[config.mk]
export PLATFORM = sky130hd
export DESIGN_NAME = mlp2_ctrl
export DESIGN_NICKNAME = d
export VERILOG_FILES = /design/src/mlp2_pkg.sv /design/src/mlp2_ctrl.sv
export SDC_FILE = /design/constraint.sdc
export NUM_CORES = 1
export LEC_CHECK = 0
export BUFFER_PORTS_ARGS = -buffer_cell sky130_fd_sc_hd__buf_2
export CORE_ASPECT_RATIO = 2
export CORE_MARGIN = 2
export CORE_UTILIZATION = 57
export CTS_CLUSTER_DIAMETER = 150
export DETAILED_ROUTE_END_ITERATION = 10
export GPL_TIMING_DRIVEN = 0
export HOLD_SLACK_MARGIN = 0.06
export PLACE_DENSITY_LB_ADDON = 0.2
export SLEW_MARGIN = 30
export SYNTH_ARGS = -nofsm -noshare
export SYNTH_HDL_FRONTEND = slang
export SYNTH_SLANG_ARGS = --single-unit
[constraint.sdc]
create_clock -name clock -period 6.8 [get_ports clock]
set_input_delay 1.36 -clock clock [delete_from_list [all_inputs] [get_ports clock]]
set_output_delay 1.36 -clock clock [all_outputs]
set_load 0.02 [all_outputs]
[src/mlp2_pkg.sv]
`timescale 1ns / 1ps
// ----------------------------------------------------------------------------
// mlp2_pkg
// Shared types, constants and the sigmoid lookup table for the two-layer
// perceptron inference block.
// ----------------------------------------------------------------------------
package mlp2_pkg;

   localparam int MAX_INPUTS      = 16;
   localparam int MAX_HIDDEN      = 16;
   localparam int MAX_OUTPUTS     = 8;
   localparam int SIGMOID_ENTRIES = 256;

   localparam int PARAM_WORDS = 512;
   localparam int PARAM_AW    = $clog2(PARAM_WORDS);
   localparam int BIN_WIDTH   = 65536 / SIGMOID_ENTRIES;
   localparam int LUT_AW      = $clog2(SIGMOID_ENTRIES);

   // Parameter memory layout.
   localparam int BH_BASE  = MAX_INPUTS * MAX_HIDDEN;
   localparam int WHO_BASE = BH_BASE + MAX_HIDDEN;
   localparam int BO_BASE  = WHO_BASE + MAX_HIDDEN * MAX_OUTPUTS;

   localparam int CNT_W  = 5;
   localparam int IDX_W  = $clog2(MAX_INPUTS > MAX_HIDDEN ? MAX_INPUTS : MAX_HIDDEN);
   localparam int NEUR_W = $clog2(MAX_HIDDEN > MAX_OUTPUTS ? MAX_HIDDEN : MAX_OUTPUTS);
   localparam int ACC_W  = 24;

   // Item kinds on the request channel.
   localparam logic OP_PARAM = 1'b0;
   localparam logic OP_INPUT = 1'b1;

   // Configuration register indexes.
   localparam logic [1:0] REG_IN_COUNT     = 2'd0;
   localparam logic [1:0] REG_HIDDEN_COUNT = 2'd1;
   localparam logic [1:0] REG_OUT_COUNT    = 2'd2;

   typedef enum logic [1:0] {
      ST_IDLE,
      ST_HID_RUN,
      ST_OUT_WAIT,
      ST_OUT_RUN
   } state_type;

   typedef enum logic {
      LAYER_HIDDEN,
      LAYER_OUTPUT
   } layer_type;

   typedef struct packed {
      logic [CNT_W-1:0] in_count;
      logic [CNT_W-1:0] hidden_count;
      logic [3:0]       out_count;
   } csr_type;

   // Tag that travels down the multiply-accumulate pipeline with each term.
   typedef struct packed {
      logic              valid;
      layer_type         layer;
      logic              first;
      logic              bias;
      logic              run_end;
      logic [NEUR_W-1:0] neuron;
   } tag_type;

   typedef struct packed {
      tag_type           tag;
      logic [PARAM_AW-1:0] addr;
      logic [IDX_W-1:0]  idx;
   } cmd_type;

   typedef struct packed {
      logic pipe_busy;
      logic rsp_busy;
   } status_type;

   typedef logic [15:0] sig_lut_type [SIGMOID_ENTRIES];

   // Entry k holds round(65535 * sigmoid(c)), c being the center of bin k.
   function automatic sig_lut_type build_sig_lut();
      sig_lut_type lut;
      real c;
      real e;
      real p;
      for (int k = 0; k < SIGMOID_ENTRIES; k++) begin
         c = real'(2 * k * BIN_WIDTH - 65536 + BIN_WIDTH - 1) / 8192.0;
         e = $exp(c < 0.0 ? c : -c);
         p = (c < 0.0) ? e : 1.0;
         lut[k] = 16'($rtoi(65535.0 * p * ((1.0 + e) ** (-1.0)) + 0.5));
      end
      return lut;
   endfunction

   localparam sig_lut_type SIG_LUT = build_sig_lut();

   // A count of zero acts as one; larger values saturate at the maximum.
   function automatic logic [CNT_W-1:0] clamp_count(logic [CNT_W-1:0] v, int mx);
      logic [CNT_W-1:0] r;
      if (v == '0) begin
         r = CNT_W'(1);
      end else if (int'(v) > mx) begin
         r = CNT_W'(mx);
      end else begin
         r = v;
      end
      return r;
   endfunction

endpackage

[src/mlp2_ctrl.sv]
`timescale 1ns / 1ps
// ----------------------------------------------------------------------------
// mlp2_ctrl
// Sequencer that walks the weights of both layers, issuing commands to the
// datapath, one multiply-accumulate term per cycle outside ST_OUT_WAIT.
// ----------------------------------------------------------------------------
module mlp2_ctrl import mlp2_pkg::*; (
   input  logic       clock,
   input  logic       reset,
   input  csr_type    csr,
   input  logic       req_tvalid,
   input  logic       req_op,
   input  logic       req_final,
   output logic       req_tready,
   input  status_type status,
   output cmd_type    cmd
);

   state_type        state_ff, state_in;
   logic [CNT_W-1:0] term_ff, term_in;
   logic [CNT_W-1:0] neuron_ff, neuron_in;
   logic [CNT_W-1:0] ni, nh, no;
   logic             bias_cycle;

   assign ni = clamp_count(csr.in_count, MAX_INPUTS);
   assign nh = clamp_count(csr.hidden_count, MAX_HIDDEN);
   assign no = clamp_count(CNT_W'(csr.out_count), MAX_OUTPUTS);

   always_ff @(posedge clock) begin
      if (reset) begin
         state_ff  <= ST_IDLE;
         term_ff   <= '0;
         neuron_ff <= '0;
      end else begin
         state_ff  <= state_in;
         term_ff   <= term_in;
         neuron_ff <= neuron_in;
      end
   end

   always_comb begin
      state_in   = state_ff;
      term_in    = term_ff;
      neuron_in  = neuron_ff;
      req_tready = 1'b0;
      bias_cycle = 1'b0;
      cmd        = '0;
      cmd.tag.neuron = neuron_ff[NEUR_W-1:0];
      cmd.idx        = term_ff[IDX_W-1:0];

      case (state_ff)
         ST_IDLE: begin
            req_tready = 1'b1;
            if (req_tvalid && req_op == OP_INPUT && req_final) begin
               state_in  = ST_HID_RUN;
               term_in   = '0;
               neuron_in = '0;
            end
         end

         ST_HID_RUN: begin
            bias_cycle        = (term_ff == ni);
            cmd.tag.valid     = 1'b1;
            cmd.tag.layer     = LAYER_HIDDEN;
            cmd.tag.first     = (term_ff == '0);
            cmd.tag.bias      = bias_cycle;
            cmd.addr = bias_cycle ? PARAM_AW'(BH_BASE + int'(neuron_ff))
                                  : PARAM_AW'(int'(term_ff) * MAX_HIDDEN + int'(neuron_ff));
            if (bias_cycle) begin
               term_in = '0;
               if (neuron_ff == nh - CNT_W'(1)) begin
                  state_in  = ST_OUT_WAIT;
                  neuron_in = '0;
               end else begin
                  neuron_in = neuron_ff + CNT_W'(1);
               end
            end else begin
               term_in = term_ff + CNT_W'(1);
            end
         end

         // The hidden layer must be fully written back and the result
         // register free before an output neuron starts.
         ST_OUT_WAIT: begin
            if (!status.pipe_busy && !status.rsp_busy) begin
               state_in = ST_OUT_RUN;
               term_in  = '0;
            end
         end

         ST_OUT_RUN: begin
            bias_cycle        = (term_ff == nh);
            cmd.tag.valid     = 1'b1;
            cmd.tag.layer     = LAYER_OUTPUT;
            cmd.tag.first     = (term_ff == '0);
            cmd.tag.bias      = bias_cycle;
            cmd.tag.run_end   = (neuron_ff == no - CNT_W'(1));
            cmd.addr = bias_cycle ? PARAM_AW'(BO_BASE + int'(neuron_ff))
                                  : PARAM_AW'(WHO_BASE + int'(term_ff) * MAX_OUTPUTS
                                              + int'(neuron_ff));
            if (bias_cycle) begin
               term_in = '0;
               if (neuron_ff == no - CNT_W'(1)) begin
                  state_in  = ST_IDLE;
                  neuron_in = '0;
               end else begin
                  state_in  = ST_OUT_WAIT;
                  neuron_in = neuron_ff + CNT_W'(1);
               end
            end else begin
               term_in = term_ff + CNT_W'(1);
            end
         end

         default: begin
            state_in = ST_IDLE;
         end
      endcase
   end

`ifndef SYNTH
   a_out_run_rsp_free: assert property (@(posedge clock) disable iff (reset)
      state_ff == ST_OUT_RUN |-> !status.rsp_busy)
      else $error("output neuron issued while result register occupied");

   a_out_start_empty: assert property (@(posedge clock) disable iff (reset)
      state_ff == ST_OUT_WAIT && state_in == ST_OUT_RUN |-> !status.pipe_busy)
      else $error("output layer started with pipeline busy");
`endif

endmodule

Word level (Yosys, flattened, before mapping)
Cells that the tools add are included.

Flip-flop bits (word level): 12. Latch bits: 0. Bits in writable memories: 0. Bits in read-only memories: 0. Output and inout port bits: 23. Logic and storage cells: 70. Memories: 0.

Add/sub/neg operators: 9. Multiply operators: 0. Div/mod/pow operators: 0. Magnitude comparators: 3. Equal/unequal tests: 12. Shift-type cells: 0. Muxes and demuxes: 29. Bitwise logic cells: 0. Reduce and logical (&&, ||, !) cells: 14.

Operator list (number): $mux 5 (12); $eq 5x5->1 (4); $pmux 5 s4 (1); $add 9x5->9 (2); $add 9x5->9 const A (2); $mux 9 (2); $pmux 9 s2 (1); $logic_not 5->1 (3); $pmux 5 s3 (1); $mux 2 (6); $add 5x1->5 const B (2); $gt 5x5->1 const B (2); $ne 2x2->1 const B (5); $sub 5x1->5 const B (2); $add 9x8->9 const A (1); $mux 4 (2); $pmux 2 s4 (1); $pmux 4 s2 (1); $reduce_and 5->1 (1); $eq 2x2->1 const B (2); $gt 4x4->1 const B (1); $logic_not 4->1 (1); $reduce_and 4->1 (1); $logic_and 1x1->1 (3); 6 further kinds (8).

Longest topological paths before layout
Gate-level depths: netlist (run 1).

Depth in word-level cells: 8. Depth in mapped cells: 10. Gate-level depth less buffers: 9.

Worst setup path before layout (run 1)
OpenSTA, ideal clock, no wires.

Path kind: input -> output. From: input port csr[8] (netlist name). To: output port cmd[7] (netlist name). Arrival: 2.998 ns. Required time: 5.440 ns. Slack: 2.442 ns. Stages on the path: 8. Path buffers: 2. Cell sequence: buf_6 nor4_4 nor3_1 o22a_2 and2_4 buf_6 nand3b_1 a21boi_0.

RTL lines: from (decl) (RTL line mlp2_ctrl.sv:10) `input csr_type csr,`; to (decl) (RTL line mlp2_ctrl.sv:16) `output cmd_type cmd`.

==> results of run 1 <==
-- sequential cells by signal, indices dropped and copies added, names as in the netlist --
signal,cells
neuron_ff,5
state_ff,2
term_ff,5
-- layout by cell type, fill, tap and decap left out, types with 2 or more instances in the layout --
master,instances
buf_2,45
nand2_1,12
xnor2_1,12
dfxtp_1,12
nor2_1,11
a21oi_1,11
ha_1,11
inv_1,9
buf_4,8
nor2b_1,7
nor3_1,7
nand3_1,7
clkbuf_1,6
nand2b_1,6
xor2_1,5
o21ai_0,5
and2_1,5
o22ai_1,4
clkbuf_8,4
buf_6,3
o21a_1,3
a22o_1,3
nand3b_1,3
a221oi_1,2
a21boi_0,2
a21o_1,2
a221o_1,2
mux2i_1,2
or2_2,2
or3_1,2
-- kinds of logic (layout without fill, tap and decap cells) --
group,Yosys count,in the layout,share of synthesized area
xor+xnor,18,18,0.102
buf+inv,29,75,0.102
fa+ha+maj,12,12,0.0974
mux,3,3,0.0193
simple gates,76,76,0.282
flops,12,12,0.148
compound gates,48,48,0.249
-- Yosys cell counts (all sizes together) (2+ instances only) --
library cell	number
o22ai	4
nor2b	7
xor2	5
a21o	2
or3	2
nand2b	6
nand3	8
nand4	2
nor2	11
nor3	9
nand3b	3
or2	4
clkbuf	6
a22o	3
dfxtp	12
buf	14
and2	6
inv	9
a221o	2
a21boi	3
nand2	12
a21oi	12
ha	11
a221oi	2
xnor2	13
o21ai	5
mux2i	2
o21a	3
a211oi	2
nor4	3
-- how the worst min path moves through the flow --
stage                             from      endpoint  slack [ns]
after floorplan           neuron_ff[1]  neuron_ff[1]        0.60
after global placement    neuron_ff[4]  neuron_ff[4]        0.65
after detailed placement  neuron_ff[0]  neuron_ff[0]        0.66
after CTS                 neuron_ff[0]  neuron_ff[0]        0.68
after global routing      neuron_ff[1]  neuron_ff[1]        0.69
final                     neuron_ff[2]  neuron_ff[2]        0.67
-- power groups by stage --
stage | Clock, uW | Sequential, uW | Combinational, uW
global placement | 0 | 74.3 | 49.2
detailed placement | 0 | 74.3 | 50.4
global route | 86.9 | 72.9 | 55.1
floorplan | 0 | 73.7 | 34.5
CTS | 83.8 | 72.8 | 50.7
finish | 83.5 | 72.8 | 50.9
-- routing by layer --
| layer | wire length [um] | vias up | global-route usage | part of all wire |
|---|---|---|---|---|
| met5 | 0 | - | 0 | 0 |
| met4 | 198 | 0 | 0.161 | 0.047 |
| met3 | 134 | 16 | 0.0204 | 0.032 |
| met2 | 2340 | 53 | 0.505 | 0.56 |
| met1 | 1530 | 776 | 0.279 | 0.36 |
| li1 | - | 798 | - | - |
-- through the flow --
| step | hold WS [ns] | cell area, um2 | instances |
|---|---|---|---|
| 5_1_grt | 0.692 | 1920 | 273 |
| 6_report | 0.669 | 1920 | 273 |
| 2_1_floorplan | 0.598 | 1620 | 198 |
| 4_1_cts | 0.675 | 1920 | 273 |
| 3_5_place_dp | 0.659 | 1870 | 269 |
| 3_3_place_gp | 0.653 | 1870 | 269 |
-- layout make-up --
class | count | area (um2)
clock buffers | 4 | 55.1
well taps | 29 | 36.3
inverters | 9 | 33.8
multi-input cells | 157 | 1210
fillers | 258 | 816
plain buffers | 20 | 131
repair buffers | 42 | 210
flip-flops and latches | 12 | 240
-- worst register-to-register path, delay by kind of cell, from the launching register on --
family,cells,cell delay (ns)
compound gates,3,0.91
xor+xnor,1,0.17
flops,1,0.39
buf+inv,1,0.24
simple gates,2,0.42
==> results.cfg, run 1 <==
[detailed_routing]
wire_per_inst_um = 15.4
vias = 1643
ant_nets = 0
routed_wl_mm = 4.21
dr.pass1.iters = 4
via_per_inst = 6.02
drc = 0
drtIter0Drc = 35

[sta]
finalCriticalPeriod_ns = 4.47
setup_ws_ns = 2.33
rsz0062_at_grt = no
worstMarginPinSlew_ns = 0.539
slew_headroom = 0.641
tns_ns = 0
final_max_slew_viol_count = 0
skew_ns = 0.00319
fmax_mhz = 224
min_period_over_period = 0.657
setup_viol = 0
hold_viol = 0

[setup_path]
worstPathArrival_ns = 3.11
path_depth = 8
crit_fanout = 8
crit_chain = buf_2, nor4_2, o21a_1, a211oi_4, nor2_1, nand2_1, a21boi_0, buf_2
crit_end = cmd[11]
crit_start = csr[10]
r2r_start = term_ff[1]
worstPathRequired_ns = 5.44
r2r_cells = 7
end_kind = output pin
crit_buf_inv = 2
start_kind = primary input
critPathTopFamily = simple AND/OR/NAND/NOR gates
criticalPathCategory = in -> out
rrSetupSlack_ns = 4.57
crit_top_cell = buf_2
slowest_delay_ns = 0.42
slowest_stage = nor2_1
r2r-end = neuron_ff[4]

[final_layout]
antenna_cells = 0
nets = 278
fin_util = 0.702
area.growth.synth_to_final_pct = 18.6
drive_gt1_frac = 0.320

[cts]
post-cts-setup-buffer-count = 0
cts_hold_buf = 0
cts_root_buffer = clkbuf_8
cts_buffers = 3
insertion_delay_ns = 0.25
clkTransAtPathRegs_ns = 0.06
clockBufferDepth = 2
cts_tree = done
cts_sinks = 12
h-tree-depth = 1
cts_resized = 0

[global_routing]
gr-total-overflow = 0
grt_max_degree = 11
groute.usage.overall = 0.269
antenna_found_initial = 0
grt_pass1_vias = 1595
grt_pass1_wl_mm = 7.12

[floorplanning]
dieArea_mm2 = 0.00331
ios = 44
start_util = 0.592
core_area_mm2 = 0.00274
fp.dieH_um = 79.4
die_x_um = 41.7
rows = 27

[logic_synthesis]
ys_seq_area_frac = 0.148
synth_ff_type = dfxtp_1
yosysUniqueCellTypes = 60
ys_async_sr_fraction = 0
avgSynthCellArea_um2 = 8.18
synth.ff_latch_count = 12
netlist.area_leader.share = 0.148
syn_nets = 231
synthCells = 198
netlist_area_mm2 = 0.00162
synth.area.top_cells = dfxtp_1 (15%), ha_1 (8.5%), xnor2_1 (6.5%)
ys.warnings.count = 0
synth_largest_area_cell = dfxtp_1
synth_edf_count = 0

[power_and_ir_drop]
pwr-share-clk = 0.403
p_seq_frac = 0.352
switching_share = 0.303
p_int_uw = 144
p_switching_uw = 62.7
vdd_ir_drop_max_uv = 113
total_leakage_power_uw = 0.000856
p_comb_frac = 0.245
power_uw = 207
p_per_area_mw_per_mm2 = 108

[placed_design]
place_ws_ns = 2.35
gp_congestion = 0.835
port_buffers = 42
dp_hpwl_mm = 3.33

[min_path]
holdPathStages = 2
hold_path.class = reg -> reg

[run]
maxCapViolCount = 0

[outcome]
status = complete, no violations
(Power assumes the default switching activity.)
==> run 2, diff against run 1 <==
- ABC_AREA: unset -> 1
- CORE_UTILIZATION: 57 -> 53
- clock period: 6.8 -> 4.61 ns (I/O delays scaled with it)
==> run 2 against run 1 <==
Non-clock buffer count is 4 lower. Wire length is 5.2% lower. Setup slack worse by 1.5 ns. Register-to-register slack worse by 2.0 ns. Critical endpoint is now cmd[12]. Power is 66% higher. First-iteration DRC count is 20% lower. Sequential cell count stayed put. Sequential share of layout area is 0.30 points higher. Core utilization is 5.7 points lower. Hold slack worse by 0.091 ns.
==> results.cfg, run 2 <==
[outcome]
status = complete, no violations

[setup_path]
r2r-end = state_ff[1]
end_kind = output pin
r2r_cells = 11
worstPathRequired_ns = 3.69
start_kind = register
worstPathArrival_ns = 2.85
crit_fanout = 9
rrSetupSlack_ns = 2.58
criticalPathCategory = reg -> out
r2r_start = term_ff[1]
crit_start = term_ff[1]
crit_end = cmd[12]

[run]
maxCapViolCount = 0

[global_routing]
antenna_found_initial = 0
groute.usage.overall = 0.241
grt_pass1_vias = 1579
grt_max_degree = 11
grt_pass1_wl_mm = 6.56
gr-total-overflow = 0

[cts]
cts_root_buffer = clkbuf_8
clkTransAtPathRegs_ns = 0.05
cts_resized = 0
cts_sinks = 12
clockBufferDepth = 2
cts_tree = done
cts_buffers = 3
cts_hold_buf = 0
insertion_delay_ns = 0.24
h-tree-depth = 1
post-cts-setup-buffer-count = 0

[detailed_routing]
routed_wl_mm = 3.99
ant_nets = 0
via_per_inst = 5.39
dr.pass1.iters = 4
dr_wl_met3_um = 163
drc = 0
wl_met2_mm = 2.28
wire_per_inst_um = 12.2
routed.top_layer = met4
drtIter0Drc = 28
drt-met1-wl_mm = 1.44
vias = 1756

[final_layout]
nets = 331
area.growth.synth_to_final_pct = 18.6
mostFrequentLayoutCell = nand2_1
antenna_cells = 0
drive_gt1_frac = 0.274
final_cell_mix = nand2_1 (56), buf_2 (47), inv_1 (32)
fin_util = 0.645
final_cells = 326
reg_top3 = neuron_ff x5, term_ff x5, state_ff x2

[sta]
skew_ns = 0.00170
hold_viol = 0
finalCriticalPeriod_ns = 3.77
min_period_over_period = 0.818
slew_headroom = 0.727
whs_ns = 0.577
setup_viol = 0
final_max_slew_viol_count = 0
worstMarginPinSlew_ns = 0.410
tns_ns = 0
rsz0062_at_grt = no
fmax_mhz = 265

[min_path]
holdPathStages = 2
hold_path.class = reg -> reg

[power_and_ir_drop]
total_leakage_power_uw = 0.00100
p_per_area_mw_per_mm2 = 183
vdd_ir_drop_max_uv = 194

[logic_synthesis]
ys_async_sr_fraction = 0
synth.ff_latch_count = 12
yosysUniqueCellTypes = 35
ys.warnings.count = 0
synth.area.top_cells = dfxtp_1 (15%), nand2_1 (13%), ha_1 (8.7%)
synth_edf_count = 0
synthCells = 250
yosysMostFrequentCell = nand2_1
ys_seq_area_frac = 0.152
avgSynthCellArea_um2 = 6.33
synth_ff_type = dfxtp_1
synth_common_cells = nand2_1 (56), inv_1 (32), nand3_1 (21), nor2_1 (20), dfxtp_1 (12)
synth_largest_area_cell = dfxtp_1
netlist.area_leader.share = 0.152
netlist_area_mm2 = 0.00158
syn_nets = 283

[floorplanning]
die_x_um = 42.6
fp.dieH_um = 81.3
rows = 28
start_util = 0.544
dieArea_mm2 = 0.00346
core_area_mm2 = 0.00291
ios = 44

[placed_design]
dp_hpwl_mm = 3.32
port_buffers = 43
gp_congestion = 0.977
dp_cells = 323
[run 2: per-layer routing]
layer  track usage  vias to the layer above
met5             0                        -
met1         0.237                      811
met3        0.0400                       10
li1              -                      892
met2         0.479                       43
met4        0.0875                        0
[run 2: final cells by class]
type | instances | area [um2]
repair buffers | 43 | 215
flip-flops and latches | 12 | 240
plain buffers | 15 | 95.1
multi-input cells | 187 | 1110
clock buffers | 3 | 41.3
inverters | 36 | 135
fillers | 292 | 1030
well taps | 30 | 37.5
[run 2: kinds of logic (layout without fill, tap and decap cells)]
logic type	count (synthesis)	after routing	share of synthesized area
buffers and inverters	51	97	0.146
flip-flops	12	12	0.152
XOR/XNOR	15	15	0.0831
AND/OR/NAND/NOR	125	125	0.381
AO/OA/AOI/OAI	35	35	0.139
adder cells (fa/ha/maj)	12	12	0.0997
[run 2: worst min-delay path by stage]
stage / from / endpoint / slack, ns
6_report: state_ff[1] / state_ff[1] / 0.58
5_1_grt: state_ff[1] / state_ff[1] / 0.60
4_1_cts: state_ff[1] / state_ff[1] / 0.56
3_5_place_dp: state_ff[1] / state_ff[1] / 0.55
3_3_place_gp: state_ff[1] / state_ff[1] / 0.55
2_1_floorplan: state_ff[1] / state_ff[1] / 0.51
[run 2: metrics by stage]
stage	setup slack, ns	power, uW	area, um2
floorplan	1.49	209	1580
global placement	1.12	245	1830
detailed placement	1.11	246	1830
CTS	0.847	343	1880
global route	0.690	361	1880
finish	0.839	343	1880
[run 2: worst max-delay path, cell delays in order (launching register included)]
cell and delay [ns]:
dfxtp_1 0.56, inv_1 0.20, ha_1 0.33, inv_1 0.06, ha_1 0.16, inv_1 0.06
fa_1 0.39, or2_2 0.32, o21ai_0 0.21, o211ai_1 0.14, buf_2 0.18
[run 2: power breakdown]
| group | total [uW] | internal, uW | switching [uW] |
|---|---|---|---|
| logic | 129 | 49.1 | 80.2 |
| registers | 115 | 108 | 7.31 |
| clock network | 98.8 | 57.8 | 41.1 |
| total | 343 | 215 | 129 |
