--- src/mlp2_pkg.sv ---
`timescale 1ns / 1ps
// ----------------------------------------------------------------------------
// mlp2_pkg
// Shared types, constants and the sigmoid lookup table for the two-layer
// perceptron inference block.
// ----------------------------------------------------------------------------
package mlp2_pkg;

   localparam int MAX_INPUTS      = 16;
   localparam int MAX_HIDDEN      = 16;
   localparam int MAX_OUTPUTS     = 8;
   localparam int SIGMOID_ENTRIES = 256;

   localparam int PARAM_WORDS = 512;
   localparam int PARAM_AW    = $clog2(PARAM_WORDS);
   localparam int BIN_WIDTH   = 65536 / SIGMOID_ENTRIES;
   localparam int LUT_AW      = $clog2(SIGMOID_ENTRIES);

   // Parameter memory layout.
   localparam int BH_BASE  = MAX_INPUTS * MAX_HIDDEN;
   localparam int WHO_BASE = BH_BASE + MAX_HIDDEN;
   localparam int BO_BASE  = WHO_BASE + MAX_HIDDEN * MAX_OUTPUTS;

   localparam int CNT_W  = 5;
   localparam int IDX_W  = $clog2(MAX_INPUTS > MAX_HIDDEN ? MAX_INPUTS : MAX_HIDDEN);
   localparam int NEUR_W = $clog2(MAX_HIDDEN > MAX_OUTPUTS ? MAX_HIDDEN : MAX_OUTPUTS);
   localparam int ACC_W  = 24;

   // Item kinds on the request channel.
   localparam logic OP_PARAM = 1'b0;
   localparam logic OP_INPUT = 1'b1;

   // Configuration register indexes.
   localparam logic [1:0] REG_IN_COUNT     = 2'd0;
   localparam logic [1:0] REG_HIDDEN_COUNT = 2'd1;
   localparam logic [1:0] REG_OUT_COUNT    = 2'd2;

   typedef enum logic [1:0] {
      ST_IDLE,
      ST_HID_RUN,
      ST_OUT_WAIT,
      ST_OUT_RUN
   } state_type;

   typedef enum logic {
      LAYER_HIDDEN,
      LAYER_OUTPUT
   } layer_type;

   typedef struct packed {
      logic [CNT_W-1:0] in_count;
      logic [CNT_W-1:0] hidden_count;
      logic [3:0]       out_count;
   } csr_type;

   // Tag that travels down the multiply-accumulate pipeline with each term.
   typedef struct packed {
      logic              valid;
      layer_type         layer;
      logic              first;
      logic              bias;
      logic              run_end;
      logic [NEUR_W-1:0] neuron;
   } tag_type;

   typedef struct packed {
      tag_type           tag;
      logic [PARAM_AW-1:0] addr;
      logic [IDX_W-1:0]  idx;
   } cmd_type;

   typedef struct packed {
      logic pipe_busy;
      logic rsp_busy;
   } status_type;

   typedef logic [15:0] sig_lut_type [SIGMOID_ENTRIES];

   // Entry k holds round(65535 * sigmoid(c)), c being the center of bin k.
   function automatic sig_lut_type build_sig_lut();
      sig_lut_type lut;
      real c;
      real e;
      real p;
      for (int k = 0; k < SIGMOID_ENTRIES; k++) begin
         c = real'(2 * k * BIN_WIDTH - 65536 + BIN_WIDTH - 1) / 8192.0;
         e = $exp(c < 0.0 ? c : -c);
         p = (c < 0.0) ? e : 1.0;
         lut[k] = 16'($rtoi(65535.0 * p * ((1.0 + e) ** (-1.0)) + 0.5));
      end
      return lut;
   endfunction

   localparam sig_lut_type SIG_LUT = build_sig_lut();

   // A count of zero acts as one; larger values saturate at the maximum.
   function automatic logic [CNT_W-1:0] clamp_count(logic [CNT_W-1:0] v, int mx);
      logic [CNT_W-1:0] r;
      if (v == '0) begin
         r = CNT_W'(1);
      end else if (int'(v) > mx) begin
         r = CNT_W'(mx);
      end else begin
         r = v;
      end
      return r;
   endfunction

endpackage

--- src/mlp2_csr.sv ---
`timescale 1ns / 1ps
// ----------------------------------------------------------------------------
// mlp2_csr
// Register file for the layer sizes, written and read over a simple
// peripheral bus.
// ----------------------------------------------------------------------------
module mlp2_csr import mlp2_pkg::*; (
   input  logic        clock,
   input  logic        reset,
   input  logic        csr_psel,
   input  logic        csr_penable,
   input  logic        csr_pwrite,
   input  logic [3:0]  csr_paddr,
   input  logic [31:0] csr_pwdata,
   output logic [31:0] csr_prdata,
   output logic        csr_pready,
   output csr_type     csr
);

   logic [CNT_W-1:0] in_count_ff, in_count_in;
   logic [CNT_W-1:0] hidden_count_ff, hidden_count_in;
   logic [3:0]       out_count_ff, out_count_in;
   logic             wr_en;

   assign csr_pready = 1'b1;
   assign wr_en = csr_psel & csr_penable & csr_pwrite;

   always_comb begin
      in_count_in     = in_count_ff;
      hidden_count_in = hidden_count_ff;
      out_count_in    = out_count_ff;
      if (wr_en) begin
         case (csr_paddr[3:2])
            REG_IN_COUNT:     in_count_in     = csr_pwdata[CNT_W-1:0];
            REG_HIDDEN_COUNT: hidden_count_in = csr_pwdata[CNT_W-1:0];
            REG_OUT_COUNT:    out_count_in    = csr_pwdata[3:0];
            default: ;
         endcase
      end
   end

   always_ff @(posedge clock) begin
      if (reset) begin
         in_count_ff     <= CNT_W'(2);
         hidden_count_ff <= CNT_W'(2);
         out_count_ff    <= 4'd1;
      end else begin
         in_count_ff     <= in_count_in;
         hidden_count_ff <= hidden_count_in;
         out_count_ff    <= out_count_in;
      end
   end

   always_comb begin
      case (csr_paddr[3:2])
         REG_IN_COUNT:     csr_prdata = 32'(in_count_ff);
         REG_HIDDEN_COUNT: csr_prdata = 32'(hidden_count_ff);
         REG_OUT_COUNT:    csr_prdata = 32'(out_count_ff);
         default:          csr_prdata = '0;
      endcase
   end

   assign csr.in_count     = in_count_ff;
   assign csr.hidden_count = hidden_count_ff;
   assign csr.out_count    = out_count_ff;

endmodule

--- config.mk ---
export PLATFORM = sky130hd
export DESIGN_NAME = mlp2_csr
export DESIGN_NICKNAME = d
export VERILOG_FILES = /design/src/mlp2_pkg.sv /design/src/mlp2_csr.sv
export SDC_FILE = /design/constraint.sdc
export NUM_CORES = 1
export LEC_CHECK = 0
export BUFFER_PORTS_ARGS = -buffer_cell sky130_fd_sc_hd__buf_2
export CAP_MARGIN = 20
export CORE_MARGIN = 1
export CORE_UTILIZATION = 36
export DETAILED_ROUTE_END_ITERATION = 16
export PLACE_DENSITY = 0.79
export RECOVER_POWER = 50
export SYNTH_ARGS = -nofsm -noshare
export SYNTH_HDL_FRONTEND = slang
export SYNTH_SLANG_ARGS = --single-unit
export TNS_END_PERCENT = 20
--- constraint.sdc ---
create_clock -name clock -period 1.29 [get_ports clock]
set_clock_uncertainty 0.2 [all_clocks]
set_input_delay 0.0645 -clock clock [delete_from_list [all_inputs] [get_ports clock]]
set_output_delay 0.0645 -clock clock [all_outputs]
set_load 0.1 [all_outputs]
### Yosys cells after proc, flatten, opt, wreduce, memory -nomap -nowiden

Cells that the tools add are included.

* bits in registers: 14
* latch bits: 0
* memory bits (writable): 0
* ROM bits: 0
* bits of input ports: 41
* memories kept: 0

* add/subtract/negate cells: 0
* multipliers: 0
* div/mod/pow operators: 0
* magnitude comparators: 0
* equal/unequal tests: 2
* shift operators: 0
* mux-type cells: 1
* bitwise logic cells: 2
* reductions and logical operators: 4

Operators by type and width (number)
* 5-bit case mux with 3 select lines: 1
* 2-bit AND reduction: 3
* 1-bit AND: 2
* 2-bit by 1-bit equality test with 1-bit output, second input constant: 1
* 2-bit equality test, second input constant: 1
* 2-bit zero test: 1

### Logic depth before layout (Yosys ltp)

Gate-level depths: netlist of run 1.

* word-level depth: 3
* gate-level depth with buffers: 4

### Worst setup path before layout of run 1

OpenSTA, ideal clock, no wires.

* path type: reg-to-output
* from: register hidden_count_ff[0]
* to: output port csr_prdata[0]
* arrival time: 3.245 ns
* data required time: 1.026 ns
* path slack: -2.220 ns
* cell stages (with the launch flop): 3
* cell sequence: dfxtp_1 > mux2i_1 > o21ai_0

* longest elaborated chain between the ends: 1

Ends and longest elaborated chain
* start: declaration: RTL line mlp2_csr.sv:21 `logic [CNT_W-1:0] hidden_count_ff, hidden_count_in;`
* start signal: assignment: RTL line mlp2_csr.sv:49 `hidden_count_ff <= hidden_count_in;`
* 5-bit case mux with 3 select lines: RTL line mlp2_csr.sv:55 `case (csr_paddr[3:2])`
* end: declaration: RTL line mlp2_csr.sv:15 `output logic [31:0] csr_prdata,`

Every way passes these cells.

### Worst setup path in the final report of run 1

* from: register hidden_count_ff[1]
* to: output port csr_prdata[1]

Same word-level chain as after synthesis.

==> flow_results.xml, run 1 <==
<?xml version="1.0" encoding="UTF-8"?>
<metrics>
  <group name="finish">
    <metric name="multi_input_area" unit="sq um">618</metric>
    <metric name="regArea" unit="sq um">323</metric>
    <metric name="flow.area_growth_from_synthesis" unit="%">75.3</metric>
    <metric name="layout-drive-gt1-share" unit="%">49.1</metric>
    <metric name="nNetsFinal" unit="">201</metric>
    <metric name="antenna-diode-count" unit="">0</metric>
    <metric name="final_cell_area" unit="sq um">1630</metric>
    <metric name="num-fill-cells" unit="">179</metric>
  </group>
  <group name="synth">
    <metric name="synth_commonest_cells" unit="">29 x buf_4, 19 x mux2i_1, 16 x nand2b_1, 14 x dfxtp_1, 6 x nor2_1</metric>
    <metric name="synth.lib_cells_used.distinct" unit="">17</metric>
    <metric name="synthesis.area_per_instance" unit="sq um">8.91</metric>
    <metric name="synth_edf_count" unit="">0</metric>
    <metric name="synthCells" unit="">104</metric>
    <metric name="synth.cell_area" unit="sq um">927</metric>
    <metric name="synth_top_area_share" unit="%">30.2</metric>
    <metric name="yosys_warnings" unit="">0</metric>
    <metric name="share_of_synthesized_area_occupied_by_flip_flops_and_latches" unit="%">30.2</metric>
    <metric name="postSynth.topFlopCell" unit="">dfxtp_1</metric>
    <metric name="async_flop_share" unit="%">0</metric>
    <metric name="post_synth_main_area_contributors" unit="">dfxtp_1 30%, buf_4 23%, mux2i_1 21%</metric>
    <metric name="synth.most_common_cell" unit="">buf_4</metric>
    <metric name="netlist.top_cell.by_area" unit="">dfxtp_1</metric>
    <metric name="synth_seq_cells" unit="">14</metric>
  </group>
  <group name="worst_setup_path">
    <metric name="worstSetupEndpointType" unit="">primary output</metric>
    <metric name="cp.buffers_inverters" unit="">1</metric>
    <metric name="critical_path_arrival" unit="ns">1.07</metric>
    <metric name="cp_max_delay_cell" unit="">dfxtp_4</metric>
    <metric name="critPathMaxFanout" unit="">2</metric>
    <metric name="timing.reg2reg.worst_path_depth" unit="">3</metric>
    <metric name="setup.worst_path.class" unit="">reg -&gt; out</metric>
    <metric name="timing.critical_path.max_delay_family" unit="">flip-flops</metric>
    <metric name="worstSetupStartpointType" unit="">flop</metric>
    <metric name="cp_data_required_time" unit="ns">1.03</metric>
    <metric name="critical_path_depth" unit="">3</metric>
    <metric name="critical-path-max-stage-delay" unit="ns">0.37</metric>
    <metric name="critical_path.cell_chain" unit="">mux2i_4 &gt; o21ai_4 &gt; buf_12</metric>
  </group>
  <group name="floorplan">
    <metric name="die-width" unit="um">52.8</metric>
    <metric name="io_pins" unit="">88</metric>
    <metric name="design.core.area" unit="sq um">2450</metric>
    <metric name="fp-row-count" unit="">18</metric>
    <metric name="start_util" unit="%">37.8</metric>
    <metric name="floorplan.die.height" unit="um">52.8</metric>
    <metric name="fp.dieArea" unit="sq um">2780</metric>
  </group>
  <group name="clock_network">
    <metric name="cts_max_level" unit="">1</metric>
    <metric name="cts_num_sinks" unit="">14</metric>
    <metric name="tritoncts.num_buffers" unit="">3</metric>
    <metric name="cts.clk_slew.worst_paths" unit="ns">0.09</metric>
    <metric name="clockRootBuffer" unit="">clkbuf_4</metric>
    <metric name="cts_tree" unit="">done</metric>
    <metric name="insertion_delay" unit="ns">0.29</metric>
    <metric name="cts_buffer_depth" unit="">2</metric>
  </group>
  <group name="global_route">
    <metric name="total_track_usage" unit="%">19.1</metric>
    <metric name="grt.met2_usage" unit="%">37.6</metric>
    <metric name="grt_start_max_net_pins" unit="">22</metric>
    <metric name="grt-busiest-layer" unit="">met2</metric>
    <metric name="grt_pass1_wl" unit="um">3710</metric>
    <metric name="met3_usage" unit="%">4.06</metric>
    <metric name="globalRoute.totalOverflow" unit="">0</metric>
    <metric name="antenna_found_initial" unit="">0</metric>
    <metric name="global_route.usage.met1" unit="%">19.3</metric>
    <metric name="vias_in_the_first_global_route" unit="">803</metric>
  </group>
  <group name="routing">
    <metric name="vias_per_cell" unit="">4.38</metric>
    <metric name="post-route-drc-count" unit="">0</metric>
    <metric name="post_detailed_route_count_of_antenna_violating_nets" unit="">0</metric>
    <metric name="via_count" unit="">827</metric>
    <metric name="detail_route.iter0.violations" unit="">6</metric>
    <metric name="detailedRoute.firstPassIterationCount" unit="">4</metric>
    <metric name="avgRoutedWirePerCell" unit="um">13.0</metric>
    <metric name="totalWireLength" unit="um">2450</metric>
  </group>
  <group name="pwr">
    <metric name="powerDensity" unit="nW/um^2">809</metric>
    <metric name="finalPower" unit="mW">1.31</metric>
    <metric name="vdd.ir_drop.worst" unit="uV">625</metric>
    <metric name="switching_share" unit="%">50.5</metric>
    <metric name="sequentialPowerShare" unit="%">32.3</metric>
    <metric name="internal_power" unit="uW">650</metric>
    <metric name="power.static_leakage" unit="nW">0.724</metric>
    <metric name="p_clk_share" unit="%">20.3</metric>
    <metric name="comb_power_share" unit="%">47.4</metric>
    <metric name="power_switching" unit="uW">664</metric>
  </group>
  <group name="placed_design">
    <metric name="place.detailed.hpwl" unit="um">1670</metric>
    <metric name="gp_routability_congestion" unit="">0.760</metric>
    <metric name="dp_worst_setup_slack" unit="ns">0.0155</metric>
    <metric name="placedInstanceArea" unit="sq um">1470</metric>
    <metric name="io_buffers" unit="">30</metric>
  </group>
  <group name="sta">
    <metric name="number_of_pins_with_negative_max_slew_slack_in_the_final_report" unit="">0</metric>
    <metric name="fin_crit" unit="ns">1.34</metric>
    <metric name="finalWorstSetupSlack" unit="ns">-0.0491</metric>
    <metric name="timing_hold_violations_final" unit="">0</metric>
    <metric name="layout_worst_path_cycle_share" unit="%">104</metric>
    <metric name="fmax" unit="MHz">747</metric>
    <metric name="grt_setup_unrepaired" unit="">true</metric>
    <metric name="number_of_setup_violations_in_the_final_report" unit="">5</metric>
  </group>
  <group name="flow_run">
    <metric name="drv_cap" unit="">0</metric>
  </group>
  <group name="hold_path">
    <metric name="worst_hold_path.num_cells" unit="">3</metric>
    <metric name="hold_path_class" unit="">in -&gt; reg</metric>
  </group>
  <group name="run_status">
    <metric name="violations" unit="">negative setup slack</metric>
    <metric name="outcome" unit="">finished, violations left</metric>
  </group>
</metrics>
==> placed cells by master, fill, tap and decap left out <==
master	count
dfxtp_4	10
mux2i_4	5
nand4_1	1
buf_2	10
nor2_4	1
nand3_2	1
mux2i_1	14
nand2b_1	16
buf_4	23
dfxtp_2	4
buf_12	15
clkinv_1	1
nor3_2	1
dlygate4sd3_1	9
nor2_1	5
clkbuf_4	4
conb_1	28
nor3b_1	1
and2b_1	1
or3b_1	1
nand2_1	4
o21ai_4	4
==> path summary, 6_finish.rpt <==
check             slack (ns)                  to          startpoint
setup reg to reg        0.31  hidden_count_ff[4]  hidden_count_ff[4]
hold reg to reg         0.30     out_count_ff[2]     out_count_ff[2]
setup / recovery       -0.05       csr_prdata[1]  hidden_count_ff[1]
hold / removal          0.15  hidden_count_ff[1]        csr_paddr[3]
==> sequential cells by signal (all words and copies together) (netlist names) <==
register and flops:
hidden_count_ff 5, out_count_ff 4, in_count_ff 5
==> power by group through the flow <==
stage / logic [mW] / registers (mW) / clock network (mW)
4_1_cts: 0.619 / 0.426 / 0.266
2_1_floorplan: 0.526 / 0.476 / 0
5_1_grt: 0.643 / 0.426 / 0.298
6_report: 0.623 / 0.425 / 0.267
3_5_place_dp: 0.587 / 0.439 / 0
3_3_place_gp: 0.583 / 0.439 / 0
==> cell families (layout without fill, tap and decap cells) <==
group | Yosys count | after routing | share of synthesized area (%)
buf+inv | 33 | 62 | 26.0
compound gates | 4 | 4 | 2.16
flops | 14 | 14 | 30.2
other cells | 2 | 28 | 0.810
mux | 19 | 19 | 20.5
simple gates | 32 | 32 | 20.2
==> metrics by stage <==
stage / cells / hold slack (ns) / utilization (%) / setup TNS, ns
2_1_floorplan: 130 / 0.0123 / - / -1.03
3_3_place_gp: 166 / 0.136 / 59.8 / 0
3_5_place_dp: 166 / 0.143 / 59.8 / 0
4_1_cts: 188 / 0.00550 / 67.7 / -0.190
5_1_grt: 189 / 0.157 / 66.2 / -0.430
6_report: 189 / 0.152 / 66.2 / -0.174
==> per-layer routing <==
metal / routed length, um / share of wire, %
met5: 0 / 0
met3: 147 / 6.0
met1: 841 / 34
met4: 27 / 1.1
met2: 1430 / 58
==> layout make-up <==
cell class                 instances  area share (%)
clock buffer                       3            1.39
clock inverter                     1           0.231
multi-input combinational         83            38.0
sequential                        14            19.9
tap                               30            2.31
timing repair buffer              58            38.2
==> worst min-delay path, cell delays in order <==
cell	delay [ns]
buf_2	0.11
or3b_1	0.32
mux2i_1	0.11
==> timing repair <==
action                                  CTS  global route
setup buffers                            10             0
pin swaps                                 5             0
hold buffers                              8             1
endpoints found under the hold margin    14             1
resized for setup                         2             2
endpoints found under the setup margin    5             9
No activity file was read; power rests on OpenSTA's default activity.
==> run 2: changes to the inputs <==
--- a/config.mk
+++ b/config.mk
@@ -5,12 +5,13 @@
 export SDC_FILE = /design/constraint.sdc
 export NUM_CORES = 1
 export LEC_CHECK = 0
+export ABC_AREA = 1
 export BUFFER_PORTS_ARGS = -buffer_cell sky130_fd_sc_hd__buf_2
 export CAP_MARGIN = 20
 export CORE_MARGIN = 1
 export CORE_UTILIZATION = 36
 export DETAILED_ROUTE_END_ITERATION = 16
-export PLACE_DENSITY = 0.79
+export PLACE_DENSITY = 0.8
 export RECOVER_POWER = 50
 export SYNTH_ARGS = -nofsm -noshare
 export SYNTH_HDL_FRONTEND = slang
==> flow_results.xml, run 2 <==
<?xml version="1.0" encoding="UTF-8"?>
<metrics>
  <group name="sta">
    <metric name="timing_hold_violations_final" unit="">0</metric>
    <metric name="setup_tns" unit="ns">-0.0249</metric>
    <metric name="grt_setup_unrepaired" unit="">true</metric>
    <metric name="fmax" unit="MHz">761</metric>
    <metric name="number_of_pins_with_negative_max_slew_slack_in_the_final_report" unit="">0</metric>
    <metric name="layout_worst_path_cycle_share" unit="%">102</metric>
    <metric name="finalWorstSetupSlack" unit="ns">-0.0249</metric>
    <metric name="fin_worst_hold_slack" unit="ns">0.0168</metric>
    <metric name="fin_crit" unit="ns">1.31</metric>
    <metric name="number_of_setup_violations_in_the_final_report" unit="">1</metric>
  </group>
  <group name="clock_network">
    <metric name="clockRootBuffer" unit="">clkbuf_4</metric>
    <metric name="cts.clk_slew.worst_paths" unit="ns">0.09</metric>
    <metric name="cts_tree" unit="">done</metric>
    <metric name="insertion_delay" unit="ns">0.29</metric>
    <metric name="tritoncts.num_buffers" unit="">3</metric>
    <metric name="cts_max_level" unit="">1</metric>
    <metric name="cts_buffer_depth" unit="">2</metric>
    <metric name="cts_num_sinks" unit="">14</metric>
  </group>
  <group name="global_route">
    <metric name="antenna_found_initial" unit="">0</metric>
    <metric name="total_track_usage" unit="%">16.4</metric>
    <metric name="grt_start_max_net_pins" unit="">15</metric>
    <metric name="vias_in_the_first_global_route" unit="">779</metric>
    <metric name="globalRoute.totalOverflow" unit="">0</metric>
    <metric name="grt_pass1_wl" unit="um">3320</metric>
  </group>
  <group name="pwr">
    <metric name="vdd.ir_drop.worst" unit="uV">612</metric>
    <metric name="powerDensity" unit="nW/um^2">1010</metric>
    <metric name="power.static_leakage" unit="nW">0.678</metric>
    <metric name="finalPower" unit="mW">1.42</metric>
  </group>
  <group name="routing">
    <metric name="post-route-drc-count" unit="">0</metric>
    <metric name="via_count" unit="">888</metric>
    <metric name="post_detailed_route_count_of_antenna_violating_nets" unit="">0</metric>
    <metric name="totalWireLength" unit="um">2110</metric>
    <metric name="detailedRoute.firstPassIterationCount" unit="">4</metric>
    <metric name="vias_per_cell" unit="">4.31</metric>
    <metric name="detail_route.iter0.violations" unit="">8</metric>
    <metric name="avgRoutedWirePerCell" unit="um">10.2</metric>
  </group>
  <group name="placed_design">
    <metric name="place.detailed.hpwl" unit="um">1550</metric>
    <metric name="gp_routability_congestion" unit="">0.844</metric>
    <metric name="io_buffers" unit="">30</metric>
    <metric name="placed_cells_incl_taps" unit="">194</metric>
  </group>
  <group name="synth">
    <metric name="share_of_synthesized_area_occupied_by_flip_flops_and_latches" unit="%">30.8</metric>
    <metric name="async_flop_share" unit="%">0</metric>
    <metric name="synth_commonest_cells" unit="">29 x nand2_1, 28 x buf_4, 23 x nor2_1, 19 x nand3_1, 14 x dfxtp_1</metric>
    <metric name="synth_edf_count" unit="">0</metric>
    <metric name="synth.cell_area" unit="sq um">910</metric>
    <metric name="netlist.top_cell.by_area" unit="">dfxtp_1</metric>
    <metric name="postSynth.topFlopCell" unit="">dfxtp_1</metric>
    <metric name="synthesis.area_per_instance" unit="sq um">6.64</metric>
    <metric name="synth_top_area_share" unit="%">30.8</metric>
    <metric name="synth.lib_cells_used.distinct" unit="">14</metric>
    <metric name="yosys_warnings" unit="">0</metric>
    <metric name="post_synth_main_area_contributors" unit="">dfxtp_1 31%, buf_4 23%, nand2_1 12%</metric>
    <metric name="synth_seq_cells" unit="">14</metric>
    <metric name="synthCells" unit="">137</metric>
    <metric name="synth.most_common_cell" unit="">nand2_1</metric>
  </group>
  <group name="finish">
    <metric name="layout-drive-gt1-share" unit="%">42.1</metric>
    <metric name="stdcell_count" unit="">206</metric>
    <metric name="nNetsFinal" unit="">220</metric>
    <metric name="num-fill-cells" unit="">188</metric>
    <metric name="flow.area_growth_from_synthesis" unit="%">54.1</metric>
    <metric name="layout_common_cells" unit="">28 x conb_1, 23 x nor2_1, 20 x nand2_1</metric>
    <metric name="antenna-diode-count" unit="">0</metric>
    <metric name="most_common_cell_after_layout_fill_and_taps_aside" unit="">conb_1</metric>
    <metric name="top_regs" unit="">hidden_count_ff: 5 flops, in_count_ff: 5 flops, out_count_ff: 4 flops</metric>
  </group>
  <group name="floorplan">
    <metric name="design.core.area" unit="sq um">2300</metric>
    <metric name="fp.dieArea" unit="sq um">2730</metric>
    <metric name="floorplan.die.height" unit="um">52.3</metric>
    <metric name="start_util" unit="%">39.6</metric>
    <metric name="die-width" unit="um">52.3</metric>
    <metric name="fp-row-count" unit="">17</metric>
    <metric name="io_pins" unit="">88</metric>
  </group>
  <group name="worst_setup_path">
    <metric name="setup.worst_path.class" unit="">reg -&gt; out</metric>
    <metric name="cp.buffers_inverters" unit="">1</metric>
    <metric name="worstSetupEndpointType" unit="">primary output</metric>
    <metric name="critical-path-max-stage-delay" unit="ns">0.35</metric>
    <metric name="worstSetupStartpointType" unit="">flop</metric>
    <metric name="critPathMaxFanout" unit="">2</metric>
    <metric name="critical_path.cell_chain" unit="">a22o_4 &gt; buf_12</metric>
    <metric name="cp_max_delay_cell" unit="">dfxtp_4</metric>
    <metric name="cp_data_required_time" unit="ns">1.03</metric>
    <metric name="timing.critical_path.max_delay_family" unit="">flip-flops</metric>
    <metric name="critical_path_arrival" unit="ns">1.05</metric>
  </group>
  <group name="run_status">
    <metric name="outcome" unit="">finished, violations left</metric>
    <metric name="violations" unit="">negative setup slack</metric>
  </group>
  <group name="flow_run">
    <metric name="drv_cap" unit="">0</metric>
  </group>
  <group name="hold_path">
    <metric name="hold_path_class" unit="">in -&gt; reg</metric>
  </group>
</metrics>
-- run 2: cell count changes after synthesis, sizes merged, moves of 9 or more --
cell | previous run | this run
nand2b | 16 | 0
nand2 | 4 | 30
nand3 | 1 | 19
nor2 | 6 | 29
mux2i | 19 | 0
inv | 0 | 9
-- run 2: kinds of logic after synthesis --
| group | Yosys count | share of synthesized area, % |
|---|---|---|
| AND/OR/NAND/NOR | 78 | 37.8 |
| buffers and inverters | 39 | 27.9 |
| flip-flops | 14 | 30.8 |
| AO/OA/AOI/OAI | 4 | 2.61 |
| other | 2 | 0.826 |
-- run 2: layer usage --
metal | vias up | part of all wire [%] | GRT usage, %
met1 | 384 | 40 | 19.8
met2 | 44 | 52 | 28.4
met3 | 6 | 6.5 | 2.61
met4 | 0 | 1.6 | 7.02
met5 | - | 0 | 0
li1 | 454 | - | -
-- run 2: path summary, 6_finish.rpt --
path                           start                  to  slack [ns]  cells past startpoint
hold / removal          csr_paddr[3]     out_count_ff[0]        0.02                      4
setup reg to reg      in_count_ff[4]      in_count_ff[4]        0.35                      3
hold reg to reg   hidden_count_ff[2]  hidden_count_ff[2]        0.31                      2
setup / recovery      in_count_ff[4]       csr_prdata[4]       -0.02                      2
-- run 2: worst reg2reg max path, delay by kind of cell, from the launching register on --
kind / cells / cell delay (ns)
DFF: 1 / 0.35
buffers and inverters: 1 / 0.14
and+or+nand+nor: 2 / 0.15
-- run 2: metrics by stage --
| stage | instance area [sq um] | setup slack [ns] | util [%] |
|---|---|---|---|
| final | 1400 | -0.0249 | 61.0 |
| after detailed placement | 1380 | 0.0941 | 60.2 |
| after floorplan | 1110 | -0.0585 | - |
| after global placement | 1380 | 0.108 | 60.2 |
| after CTS | 1510 | -0.0260 | 65.5 |
| after global routing | 1400 | -0.0464 | 61.0 |
-- run 2: what timing repair did --
item | CTS | global route
gates resized for setup | 3 | 11
setup buffers | 1 | 0
pin swaps | 1 | 3
cloned | 0 | 0
hold buffers | 7 | 0
hold endpoints to repair | 14 | 0
setup endpoints to repair | 4 | 6
-- run 2: power by group --
group | internal, mW | switching, mW
registers | 0.421 | 0.00976
clock network | 0.172 | 0.151
logic | 0.104 | 0.562
-- run 2: cell type report --
cell class | count | area [sq um] | share of cell area, %
clock buffer | 4 | 36.3 | 2.59
inverter | 9 | 33.8 | 2.41
multi-input combinational | 110 | 569 | 40.6
sequential | 14 | 330 | 23.6
tap | 28 | 35.0 | 2.50
timing repair buffer | 41 | 397 | 28.3
